--- src/design/bdd_pkg.sv ---
// ----------------------------------------------------------------------------
// bdd_pkg
// Shared types, constants and helpers for the backward-difference divergence
// block.
// ----------------------------------------------------------------------------
package bdd_pkg;

    localparam int DEF_MAX_WIDTH   = 1024;
    localparam int DEF_MAX_HEIGHT  = 1024;
    localparam int DEF_SAMPLE_BITS = 16;

    // Configuration port geometry.
    localparam int CFG_INDEX_BITS = 1;
    localparam int CFG_DATA_BITS  = 11;

    // Width used to compare frame positions against the programmed size.
    // It holds any supported maximum size.
    localparam int SIZE_BITS = 14;

    localparam logic [CFG_DATA_BITS-1:0] RESET_SIZE = CFG_DATA_BITS'(1024);

    typedef enum logic [CFG_INDEX_BITS-1:0] {
        REG_IMAGE_WIDTH  = 1'b0,
        REG_IMAGE_HEIGHT = 1'b1
    } cfg_reg_t;

    // Index of the last column and last row after clamping the size.
    typedef struct packed {
        logic [SIZE_BITS-1:0] last_col;
        logic [SIZE_BITS-1:0] last_row;
    } frame_limits_t;

    // Border flags of one pixel.
    typedef struct packed {
        logic first_col;
        logic last_col;
        logic first_row;
        logic last_row;
    } pos_flags_t;

    // Clamps a programmed size to 2..max_size and returns the last index.
    function automatic logic [SIZE_BITS-1:0] last_index(
        input logic [CFG_DATA_BITS-1:0] size,
        input logic [SIZE_BITS-1:0]     max_size
    );
        logic [SIZE_BITS-1:0] s;
        s = SIZE_BITS'(size);
        if (s < SIZE_BITS'(2))
            return SIZE_BITS'(1);
        else if (s > max_size)
            return max_size - SIZE_BITS'(1);
        else
            return s - SIZE_BITS'(1);
    endfunction

endpackage

--- src/design/bdd_ifs.sv ---


interface bdd_cfg_if;
    import bdd_pkg::*;

    logic                      valid;
    logic                      ready;
    logic [CFG_INDEX_BITS-1:0] index;
    logic [CFG_DATA_BITS-1:0]  data;

    modport source (output valid, output index, output data, input ready);
    modport sink   (input valid, input index, input data, output ready);
endinterface

--- src/design/bdd_cfg.sv ---
// ----------------------------------------------------------------------------
// bdd_cfg
// Image size registers with clamping to the supported range.
// ----------------------------------------------------------------------------
module bdd_cfg #(
    parameter int MAX_WIDTH  = bdd_pkg::DEF_MAX_WIDTH,
    parameter int MAX_HEIGHT = bdd_pkg::DEF_MAX_HEIGHT
) (
    input  logic                   clk,
    input  logic                   rst_n,
    bdd_cfg_if.sink                cfg_ch,
    output bdd_pkg::frame_limits_t limits
);
    import bdd_pkg::*;

    localparam logic [SIZE_BITS-1:0] MAX_W = SIZE_BITS'(MAX_WIDTH);
    localparam logic [SIZE_BITS-1:0] MAX_H = SIZE_BITS'(MAX_HEIGHT);

    logic [CFG_DATA_BITS-1:0] width_reg;
    logic [CFG_DATA_BITS-1:0] height_reg;

    // Writes are always taken.
    assign cfg_ch.ready = 1'b1;

    always_ff @(posedge clk or negedge rst_n)
    begin
        if (!rst_n)
        begin
            width_reg  <= RESET_SIZE;
            height_reg <= RESET_SIZE;
        end
        else if (cfg_ch.valid)
        begin
            unique case (cfg_reg_t'(cfg_ch.index))
                REG_IMAGE_WIDTH:  width_reg  <= cfg_ch.data;
                REG_IMAGE_HEIGHT: height_reg <= cfg_ch.data;
            endcase
        end
    end

    assign limits.last_col = last_index(width_reg, MAX_W);
    assign limits.last_row = last_index(height_reg, MAX_H);

endmodule

--- src/flat_wrapper.sv ---
// flat-port wrapper written by rule: the top's interface ports become plain ports
module bdd_cfg_flat import bdd_pkg::*;
#(
    parameter int MAX_WIDTH  = bdd_pkg::DEF_MAX_WIDTH,
    parameter int MAX_HEIGHT = bdd_pkg::DEF_MAX_HEIGHT
)
  (clk, rst_n, limits, cfg_ch_valid, cfg_ch_index, cfg_ch_data, cfg_ch_ready);
  bdd_cfg_if cfg_ch_i ();
  input  logic clk;
  input  logic rst_n;
  output bdd_pkg::frame_limits_t limits;
  input wire logic [$bits(cfg_ch_i.valid)-1:0] cfg_ch_valid;
  input wire logic [$bits(cfg_ch_i.index)-1:0] cfg_ch_index;
  input wire logic [$bits(cfg_ch_i.data)-1:0] cfg_ch_data;
  output wire logic [$bits(cfg_ch_i.ready)-1:0] cfg_ch_ready;
  assign cfg_ch_i.valid = cfg_ch_valid;
  assign cfg_ch_i.index = cfg_ch_index;
  assign cfg_ch_i.data = cfg_ch_data;
  assign cfg_ch_ready = cfg_ch_i.ready;
  bdd_cfg #(.MAX_WIDTH(MAX_WIDTH), .MAX_HEIGHT(MAX_HEIGHT)) u_core (.clk(clk), .rst_n(rst_n), .cfg_ch(cfg_ch_i), .limits(limits));
endmodule
--- config.mk ---
export PLATFORM = sky130hd
export DESIGN_NAME = bdd_cfg_flat
export DESIGN_NICKNAME = d
export VERILOG_FILES = /design/src/design/bdd_pkg.sv /design/src/design/bdd_ifs.sv /design/src/design/bdd_cfg.sv /design/src/flat_wrapper.sv
export SDC_FILE = /design/constraint.sdc
export NUM_CORES = 1
export LEC_CHECK = 0
export BUFFER_PORTS_ARGS = -buffer_cell sky130_fd_sc_hd__clkbuf_2
export CAP_MARGIN = 30
export CORE_MARGIN = 4
export CORE_UTILIZATION = 30
export CTS_BUF_LIST = sky130_fd_sc_hd__clkbuf_4
export DETAILED_ROUTE_END_ITERATION = 10
export PLACE_DENSITY_LB_ADDON = 0.05
export REMOVE_ABC_BUFFERS = 1
export SLEW_MARGIN = 25
export SYNTH_ARGS = -nofsm -noshare
export SYNTH_HDL_FRONTEND = slang
export SYNTH_SLANG_ARGS = --single-unit
--- constraint.sdc ---
create_clock -name clk -period 2.7 [get_ports clk]
set_input_delay 0.54 -clock clk [delete_from_list [all_inputs] [get_ports clk]]
set_output_delay 0.54 -clock clk [all_outputs]
set_load 0.02 [all_outputs]
* Word level (Yosys, flattened, before mapping) *
Index checks and enable logic that the tools add are counted.

cells by class
  bitwise logic cells = 1
  reduce and logical (&&, ||, !) cells = 2
  muxes and demuxes = 4
  magnitude comparators = 4
  add/sub/neg operators = 2

operator list
  cell                   number
  $mux 14                4
  $sub 11x1->12 const B  2
  $gt 11x11->1 const B   2
  $lt 11x2->1 const B    2
  $reduce_and 2->1       2
  $not 1->1              1

storage, ports and cells
  output and inout port bits = 29
  word-level logic and storage cells = 15
  input port bits = 15
  register bits after elaboration = 22

* Logic depth before layout (Yosys ltp) *
Gate-level depths: netlist of run 1.

  depth after elaboration = 3
  depth in mapped cells = 6
  gate-level depth less buffers = 5

* Least setup slack after synthesis of run 1 *
No wires, ideal clock.

  path type = register to output
  start point = reg u_core.height_reg[1]
  end point = out limits[8] (netlist bit)
  arrival time = 2.022 ns
  slack = 0.138 ns
  cell stages (with the launch flop) = 7
  path buffers = 1
  required time = 2.160 ns
  path through = dfrtp_1 clkbuf_1 inv_1 ha_1 or4b_1 or3_1 a31oi_1

RTL lines
  element                   line                RTL
  start: declaration        bdd_cfg.sv:20       logic [CFG_DATA_BITS-1:0] height_reg;
  start signal: assignment  bdd_cfg.sv:36       REG_IMAGE_HEIGHT: height_reg <= cfg_ch.data;
  end: declaration          flat_wrapper.sv:11  output bdd_pkg::frame_limits_t limits;

==> results_dict.tcl, run 1 <==
set metrics [dict create \
    status "finished clean" \
    fin_crit_sh_pct 98.1 \
    fin_util_pct 41.5 \
    critPathSlowestCell "or4_4" \
    cp_common_cell "or4_4" \
    dpl.hpwl_microns 2790 \
    power_frac_seq_pct 40.4 \
    rsz0062_at_grt "true" \
    ctsHoldBuffers 0 \
    cts_tree "done" \
    cp_max_fo 5 \
    end_kind "primary output" \
    tns_ns 0 \
    grt_max_degree 23 \
    die_h_microns 78.9 \
    drtIter0Drc 53 \
    vias_per_cell 4.97 \
    pwr-share-comb_pct 45.4 \
    final_cells 267 \
    fp.dieArea_sq_um 6220 \
    skew_ns 0 \
    power.density_nw_per_um2 557 \
    ioPinCount 44 \
    worst-path-buf-inv 1 \
    numCtsBuffers 3 \
    worst_pin_slew_ns 0.533 \
    htree_levels 1 \
    clock_latency_ns 0.30 \
    grt_overflow 0 \
    critical_path_class "reg2out" \
    total_leakage_power_nw 0.826 \
    p_clk_share_pct 14.2 \
    irDropWorstVdd_uv 208 \
    clock_sinks 22 \
    wl_per_cell_microns 14.0 \
    min_path_type "in2async" \
    r2r_cells 2 \
    place_inst 248 \
    antenna_found_initial 0 \
    p_sw_uw 421 \
    avgSynthCellArea_sq_um 10.1 \
    clockBufferDepth 2 \
    routed_wirelength_microns 3740 \
    yosysSeqAreaShare_pct 36.7 \
    clk_pin_slew_worst_paths_ns 0.11 \
    vias 1328 \
    grt_util_all_layers_pct 11.9 \
    setup_viol 0 \
    synthDistinctLibCells 37 \
    gp_congestion 0.796 \
    ant_nets 0 \
    timing_hold_violations_final 0 \
    cp.required_ns 2.16 \
    swShare_pct 38.0 \
    p_int_uw 687 \
    r2r-end "u_core.width_reg[10]" \
    grt_pass1_vias 1222 \
    port-buffer-count 36 \
    synthToLayoutAreaGrowth_pct 32.0 \
    maxCapViolCount 0 \
    synth-seq-cells 22 \
    netlist_instances 149 \
    grt_pass1_wl_microns 6000 \
    max_stage_delay_ns 0.61 \
    finalPower_mw 1.11 \
    drt_first_pass_iters 4 \
    r2r_setup_slack_ns 1.74 \
    final_common_cell "clkbuf_2" \
    drc 0 \
    start_util_pct 31.5 \
    finalMaxSlewViolations 0 \
    rows 25 \
    final_cell_mix "clkbuf_2, buf_4, mux2_2" \
    worstPathArrival_ns 2.11 \
    drive_gt1_share_pct 50.5 \
    cts-root-buf "clkbuf_4" \
    relSlewSlack_pct 64.5 \
    dieWidth_microns 78.9 \
    core_area_sq_um 4790 \
    syn_area_sq_um 1510 \
    cp_cell_sequence "or4_4 > or4_4 > a31oi_4 > buf_8" \
    min_period_ns 2.65 \
    path_delay_family "simple AND/OR/NAND/NOR gates" \
    antenna_cells 0 \
    startpoint_type "flop" \
    r2r-start "u_core.width_reg[10]" \
    nNetsFinal 219 \
    yosys_warnings 0 \
    fmax_ghz 0.378 \
]
[metal layers]
layer,GRT usage [%],routed length (microns),vias to the layer above
met3,2.83,187,0
li1,-,-,648
met1,15.8,1770,650
met2,20.3,1780,30
met4,1.03,0,0
met5,0,0,-
[power by group through the flow]
stage               clock network [mW]  registers [mW]  logic (mW)
finish                           0.158           0.448       0.502
global route                     0.187           0.459       0.544
CTS                              0.173           0.444       0.447
detailed placement                   0           0.450       0.411
global placement                     0           0.449       0.408
floorplan                            0           0.438       0.279
[area by class of cell]
class                           count  area, sq um
Tap cell                           67         83.8
Multi-Input combinational cell    109          918
Clock buffer                        4         30.0
Sequential cell                    22          556
Inverter                            9         33.8
Fill cell                         504         2800
Timing Repair Buffer               56          367
[through the flow]
stage	hold slack, ns	setup slack, ns	instance area [sq um]
3_5_place_dp	0.541	0.141	1740
3_3_place_gp	0.537	0.162	1740
6_report	0.197	0.0523	1990
2_1_floorplan	0.244	0.158	1430
4_1_cts	0.202	0.00108	1880
5_1_grt	0.218	-0.0536	1990
[kinds of logic after synthesis]
group | share of synthesized area, %
and+or+nand+nor | 18.3
DFF | 36.7
muxes | 14.2
AOI/OAI and AO/OA | 16.6
adders and majority gates | 2.49
other | 0.499
buffers and inverters | 8.30
xor gates and xnor gates | 2.91
[synthesized netlist by cell type]
cell type / number / share of area (%)
a21boi_0: 1 / 0.50
a21oi_1: 7 / 2.3
a31oi_1: 8 / 3.3
a31oi_2: 1 / 0.83
a32oi_1: 1 / 0.58
buf_2: 1 / 0.33
buf_4: 7 / 3.5
buf_6: 1 / 0.75
clkbuf_1: 6 / 1.5
conb_1: 2 / 0.50
dfrtp_1: 20 / 33
dfstp_2: 2 / 3.5
ha_1: 3 / 2.5
inv_1: 9 / 2.2
mux2_2: 19 / 14
nand2_1: 5 / 1.2
nand2b_1: 2 / 0.83
nand3_1: 2 / 0.66
nand3b_1: 1 / 0.50
nor2_1: 2 / 0.50
nor2b_1: 1 / 0.42
nor3_1: 3 / 1.0
nor3b_1: 1 / 0.50
nor4_1: 1 / 0.42
nor4b_1: 1 / 0.58
nor4b_4: 2 / 3.2
o21ai_0: 8 / 2.7
o311ai_0: 1 / 0.58
o31ai_1: 4 / 2.0
o31ai_2: 1 / 0.83
o41ai_1: 2 / 1.2
o41ai_4: 1 / 1.8
or3_1: 11 / 4.6
or4_1: 5 / 2.5
or4_4: 1 / 0.75
or4b_1: 1 / 0.66
xnor2_1: 5 / 2.9
[worst max path at each step]
| stage | from | end | slack, ns | cells past startpoint |
|---|---|---|---|---|
| 5_1_grt | u_core.width_reg[5] | limits[22] | -0.05 | 4 |
| 3_5_place_dp | u_core.width_reg[4] | limits[22] | 0.14 | 4 |
| 2_1_floorplan | u_core.width_reg[4] | limits[21] | 0.16 | 2 |
| 4_1_cts | u_core.width_reg[0] | limits[22] | 0.001 | 6 |
| 6_report | u_core.width_reg[5] | limits[22] | 0.05 | 4 |
| 3_3_place_gp | u_core.width_reg[4] | limits[22] | 0.16 | 4 |
[what timing repair did]
action | CTS | global route
pin swaps | 6 | 6
resized for setup | 13 | 26
setup endpoints to repair | 18 | 18
buffers inserted | 6 | 7
gates cloned | 1 | 1
(Power assumes the default switching activity.)
==> run 2, diff against run 1 <==
- RECOVER_POWER: not set -> 100
==> results_dict.tcl, run 2 (synthesized netlist as in run 1, its figures left out) <==
set metrics [dict create \
    status "finished clean" \
    timing_hold_violations_final 0 \
    vias_per_cell 4.99 \
    power.density_nw_per_um2 560 \
    met3_usage_pct 2.83 \
    core_area_sq_um 4790 \
    cts-root-buf "clkbuf_4" \
    place_inst 248 \
    wl_per_cell_microns 14.0 \
    drc 0 \
    numCtsBuffers 3 \
    min_period_ns 2.65 \
    die_h_microns 78.9 \
    vias 1333 \
    cp_max_fo 5 \
    grt_pass1_wl_microns 6000 \
    cts_tree "done" \
    drtIter0Drc 58 \
    skew_ns 0 \
    grt_pass1_vias 1222 \
    antenna_cells 0 \
    grt_max_degree 23 \
    fp.dieArea_sq_um 6220 \
    routed_wirelength_microns 3730 \
    maxCapViolCount 0 \
    dpl.hpwl_microns 2790 \
    nNetsFinal 219 \
    port-buffer-count 36 \
    grt.busiest_layer "met2" \
    clk_pin_slew_worst_paths_ns 0.11 \
    grt_util_all_layers_pct 11.9 \
    met1_usage_pct 15.8 \
    antenna_found_initial 0 \
    rsz0062_at_grt "true" \
    worst_pin_slew_ns 1.14 \
    use_met2_pct 20.3 \
    ctsHoldBuffers 0 \
    critical_path_class "reg2out" \
    drt_first_pass_iters 4 \
    drive_gt1_share_pct 47.5 \
    min_path_type "in2async" \
    gp_congestion 0.796 \
    final_cell_mix "clkbuf_2, buf_4, mux2_2" \
    cp.required_ns 2.16 \
    total_leakage_power_nw 0.806 \
    end_kind "primary output" \
    relSlewSlack_pct 24.0 \
    htree_levels 1 \
    finalPower_mw 1.11 \
    fin_crit_sh_pct 98.0 \
    clock_sinks 22 \
    ant_nets 0 \
    startpoint_type "flop" \
    clock_latency_ns 0.30 \
    grt_overflow 0 \
    final_common_cell "clkbuf_2" \
    dieWidth_microns 78.9 \
    irDropWorstVdd_uv 208 \
    fmax_ghz 0.378 \
    worstPathArrival_ns 2.11 \
    setup_viol 0 \
    synthToLayoutAreaGrowth_pct 31.1 \
    clockBufferDepth 2 \
    ioPinCount 44 \
    finalMaxSlewViolations 0 \
    start_util_pct 31.5 \
    final_cells 267 \
    rows 25 \
]
## run 2: cell count changes in the layout (fill, tap and decap cells not counted)
| cell | before | now |
|---|---|---|
| buf_4 | 23 | 21 |
| clkbuf_1 | 0 | 6 |
| buf_2 | 1 | 0 |
| clkbuf_2 | 28 | 25 |
## run 2: critical path: stages, from the launching register on
cell and delay [ns]:
dfrtp_1 0.43, or4_4 0.61, or4_4 0.45, a31oi_4 0.18, buf_8 0.13
## run 2: layer usage
layer,vias up,part of all wire [%]
li1,647,-
met1,655,47
met2,31,47
met3,0,5.1
met4,0,0
met5,-,0
## run 2: power breakdown
part           leakage (nW)  internal (mW)  switching, mW
Combinational         0.533          0.236          0.265
Clock                0.0184         0.0676         0.0900
Sequential            0.255          0.381         0.0666
Total                 0.806          0.685          0.421
## run 2: repair_timing
item	4_1_cts	5_1_grt
pin swaps	6	6
setup buffers	6	7
gates resized for setup	13	26
setup endpoints to repair	18	18
cloned	1	1
## run 2: area by class of cell
cell class              instances  area (sq um)
multi-input cells             109           918
fillers                       511          2810
repair buffers                 56           354
flip-flops and latches         22           556
well taps                      67          83.8
inverters                       9          33.8
clock buffers                   4          30.0
## run 2: final timing paths
| path | from | to | slack, ns | depth (start not counted) |
|---|---|---|---|---|
| hold reg to reg | u_core.width_reg[9] | u_core.width_reg[9] | 0.56 | 1 |
| setup reg to reg | u_core.width_reg[10] | u_core.width_reg[10] | 1.74 | 2 |
| max in group asynchronous | rst_n | u_core.height_reg[3] | 1.52 | 1 |
| hold / removal | rst_n | u_core.height_reg[8] | 0.43 | 1 |
| setup / recovery | u_core.width_reg[5] | limits[22] | 0.05 | 4 |
| min in group clk | cfg_ch_data[10] | u_core.width_reg[10] | 0.45 | 3 |
## run 2: through the flow
step | setup WS [ns] | util, % | setup TNS (ns) | hold WS (ns) | cell area (sq um)
finish | 0.0541 | 41.3 | 0 | 0.430 | 1980
global route | -0.0536 | 41.3 | -0.196 | 0.455 | 1980
CTS | 0.00108 | 39.2 | 0 | 0.202 | 1880
detailed placement | 0.141 | 36.4 | 0 | 0.541 | 1740
global placement | 0.162 | 36.4 | 0 | 0.537 | 1740
floorplan | 0.158 | - | 0 | 0.244 | 1430
